===== src/hdl/rcmg_ram.sv =====
// ----------------------------------------------------------------------------
// rcmg_ram
// generic simple dual port ram, one write port, one registered read port
// ----------------------------------------------------------------------------
module rcmg_ram #(
  parameter int WIDTH = 32,
  parameter int DEPTH = 16
) (
  input  logic                     clk,
  input  logic                     we,
  input  logic [$clog2(DEPTH)-1:0] waddr,
  input  logic [WIDTH-1:0]         wdata,
  input  logic [$clog2(DEPTH)-1:0] raddr,
  output logic [WIDTH-1:0]         rdata
);

  logic [WIDTH-1:0] mem [DEPTH];

  always_ff @(posedge clk) begin
    if (we) begin
      mem[waddr] <= wdata;
    end
    rdata <= mem[raddr];
  end

endmodule


===== config.mk =====
export PLATFORM = sky130hd
export DESIGN_NAME = rcmg_ram
export DESIGN_NICKNAME = d
export VERILOG_FILES = /design/src/hdl/rcmg_ram.sv
export SDC_FILE = /design/constraint.sdc
export NUM_CORES = 1
export LEC_CHECK = 0
export ABC_AREA = 1
export BUFFER_PORTS_ARGS = -buffer_cell sky130_fd_sc_hd__buf_2
export CAP_MARGIN = 20
export CORE_UTILIZATION = 45
export DETAILED_ROUTE_END_ITERATION = 7
export HOLD_SLACK_MARGIN = 0.03
export PLACE_DENSITY = 0.65
export SYNTH_ARGS = -nofsm -noshare
export SYNTH_HDL_FRONTEND = slang
export SYNTH_SLANG_ARGS = --single-unit

===== constraint.sdc =====
create_clock -name clk -period 2.85 [get_ports clk]
set_input_delay 0.57 -clock clk [delete_from_list [all_inputs] [get_ports clk]]
set_output_delay 0.57 -clock clk [all_outputs]
set_load 0.05 [all_outputs]

==> implementation parameters <==
Parameter                              Value

Synth
  Per-instance average area after synthesis    10.72 um^2
  Yosys cell types    15
  Yosys warns    0
  Largest area contributor in the synthesized netlist    edfxtp_1
  Netlist area before placement    22730 um^2
  Mapped Cells    2120
  FF+latch count, synth    544
  Portion of synthesized cell area occupied by the leading cell type    67.64%
  Area contributors post-synth    edfxtp_1 68%, nand2_1 11%, nand3_1 8.5%
  Synth Net Count    2162
  Sequential share of the synthesized area    70.46%

CTS
  Latest clock arrival within the worst-skew pair    600 ps
  Post-CTS resize count    0
  Total clock sinks    544
  CTS clock-pin slew for the worst setup and hold paths    60 ps
  Cell at the root of the clock tree    clkbuf_16
  Clock buffer depth    3
  Hold-fix buffers at CTS    0
  CTS tree    built
  Post-CTS Setup Bufs    0
  H-tree level count    2
  Cts bufs inserted    53

Critical path
  Cell breakdown of the critical path    buf_2
  Endpoint type of the worst setup path    output port
  Startpoint Class    flop
  CP max stage delay    410 ps
  Cell family contributing the most delay on the critical path    flip-flops
  Data required, critical path    2280 ps
  Maximum fanout along the worst path    1
  Critical path buffers and inverters    1
  Crit Path Class    reg -> out
  Critical-path top delay cell    dfxtp_1
  Crit path DAT    1290 ps

Hold path
  Path type of the worst min-delay path    in -> reg

Floorplan
  Floorplan core area    49360 um^2
  Die outline area    51420 um^2
  Rows    81
  Width of the chip    226.8 um
  Vertical die dimension    226.8 um
  Initial cell density of the core    46.05%
  Boundary pin count    74

Route
  Count of routing violations after the opening detailed-route iteration    1133
  Count of TritonRoute iterations in the first routing pass    6
  DRC viols    0
  Antenna violation net count after detailed routing    0
  Via count    14300
  Average wire length per cell after detail routing    17.49 um
  Total wire length    50420 um
  Average via count per standard cell    4.962

Timing
  Crit share post-route    65.38%
  Number of hold violations in the final report    0
  Post-Route Setup TNS    0 ps
  Fin. max-slew vios    0
  RSZ-0062 raised after global routing    no
  Highest Clock Rate    0.5367 GHz
  Count of final setup violators    0
  Final worst clock skew    14.99 ps
  Shortest clock period the worst path allows after layout    1863 ps
  Slew HR    50.97%
  Slew at the pin closest to its max-slew limit    735.4 ps

Final layout
  Number of diodes    0
  Number of fill cells in the layout    4253
  Net total in the final layout    2217
  Area taken by flip-flops and latches    16020 um^2
  Area growth from synthesis to layout    12.51%
  Share of cells above drive strength 1    8.792%
  Area of combinational cells with multiple inputs    4667 um^2
  Non-filler cells, final    2882

Global routing
  Initial antenna violation count    0
  Grt ovf    0
  Pin count of the biggest net entering global routing    129
  Wire length of the first global-routing pass    78080 um
  Via count of the first global-routing pass    13967
  GRT Overall Usage    20.05%

Place
  Post-DP HPWL    25880 um
  Buffers on Ports    73
  Placer's final routability congestion estimate    0.7504
  Cell Count Post-Placement    2784

Pwr
  VDD IR max    0.4999 mV
  Power density over cell area    670.8 nW/um^2
  Leakage power summed over all cells    10.83 nW

Run
  Max-cap viol count    0

Status
  Run status    completed
## stage by stage
stage	setup WS [ps]	power (mW)	hold WS [ps]	cell area [um^2]	util, %
2_1_floorplan	287.3	9.951	607.4	22730	-
3_3_place_gp	707.6	10.34	635.0	23850	48.33
3_5_place_dp	662.8	10.36	653.5	23850	48.33
4_1_cts	962.6	17.29	312.6	25570	51.82
5_1_grt	961.0	17.68	345.8	25570	51.82
6_report	986.6	17.15	340.9	25570	51.82
## cell families after synthesis
| logic type | Yosys count | synth area share, % |
|---|---|---|
| flops | 544 | 70.46 |
| simple gates | 1081 | 20.00 |
| buf+inv | 495 | 9.539 |
## cell usage in the layout, fill, tap and decap left out, types with 6 or more instances in the layout
| cell | instances |
|---|---|
| buf_12 | 20 |
| buf_2 | 71 |
| buf_4 | 13 |
| bufinv_16 | 6 |
| clkbuf_1 | 14 |
| clkbuf_16 | 55 |
| clkinv_1 | 14 |
| clkinv_2 | 7 |
| dfxtp_1 | 32 |
| edfxtp_1 | 512 |
| inv_1 | 386 |
| nand2_1 | 677 |
| nand3_1 | 385 |
| nor2_4 | 16 |
## sequential cells by signal, summed over array words and instances (netlist names)
| register | cells |
|---|---|
| mem | 512 |
| rdata | 32 |
## cell usage after synthesis
cell type / number
inv_2: 1
buf_1: 14
buf_12: 1
nand3_1: 385
nor2_1: 17
buf_6: 29
nand2_1: 677
inv_1: 388
nand3b_1: 2
edfxtp_1: 512
buf_4: 6
inv_4: 1
buf_2: 41
dfxtp_1: 32
clkbuf_1: 14
## routing by layer
layer  GRT usage [%]  up-vias  part of all wire (%)
li1                -     6945                     -
met4           6.343        0                   2.0
met3           2.786       75                   5.7
met1           27.05     6859                    44
met2           33.51      421                    48
met5               0        -                     0
## path summary, 6_finish.rpt
kind,to,startpoint,depth (start not counted),slack (ps)
hold reg to reg,rdata[13],mem[5][13],6,660
setup / recovery,rdata[12],rdata[12],1,990
setup reg to reg,rdata[8],mem[1][8],6,1770
hold / removal,mem[5][20],wdata[20],1,340
## report_power, final
part           internal [mW]  switching, mW  leakage [nW]  total [mW]
Clock                   4.09           2.89         0.839        6.97
Combinational          0.298          0.889          5.09        1.19
Sequential              8.94         0.0548          4.90        9.00
Total                   13.3           3.83          10.8        17.2
## area by class of cell
type	count	area share [%]
flip-flops and latches	544	62.62
inverters	390	5.753
clock inverters	28	1.096
repair buffers	105	3.390
well taps	664	3.249
multi-input cells	1081	18.25
clock buffers	70	5.641
Note: power is estimated with default switching activity, not from simulation.
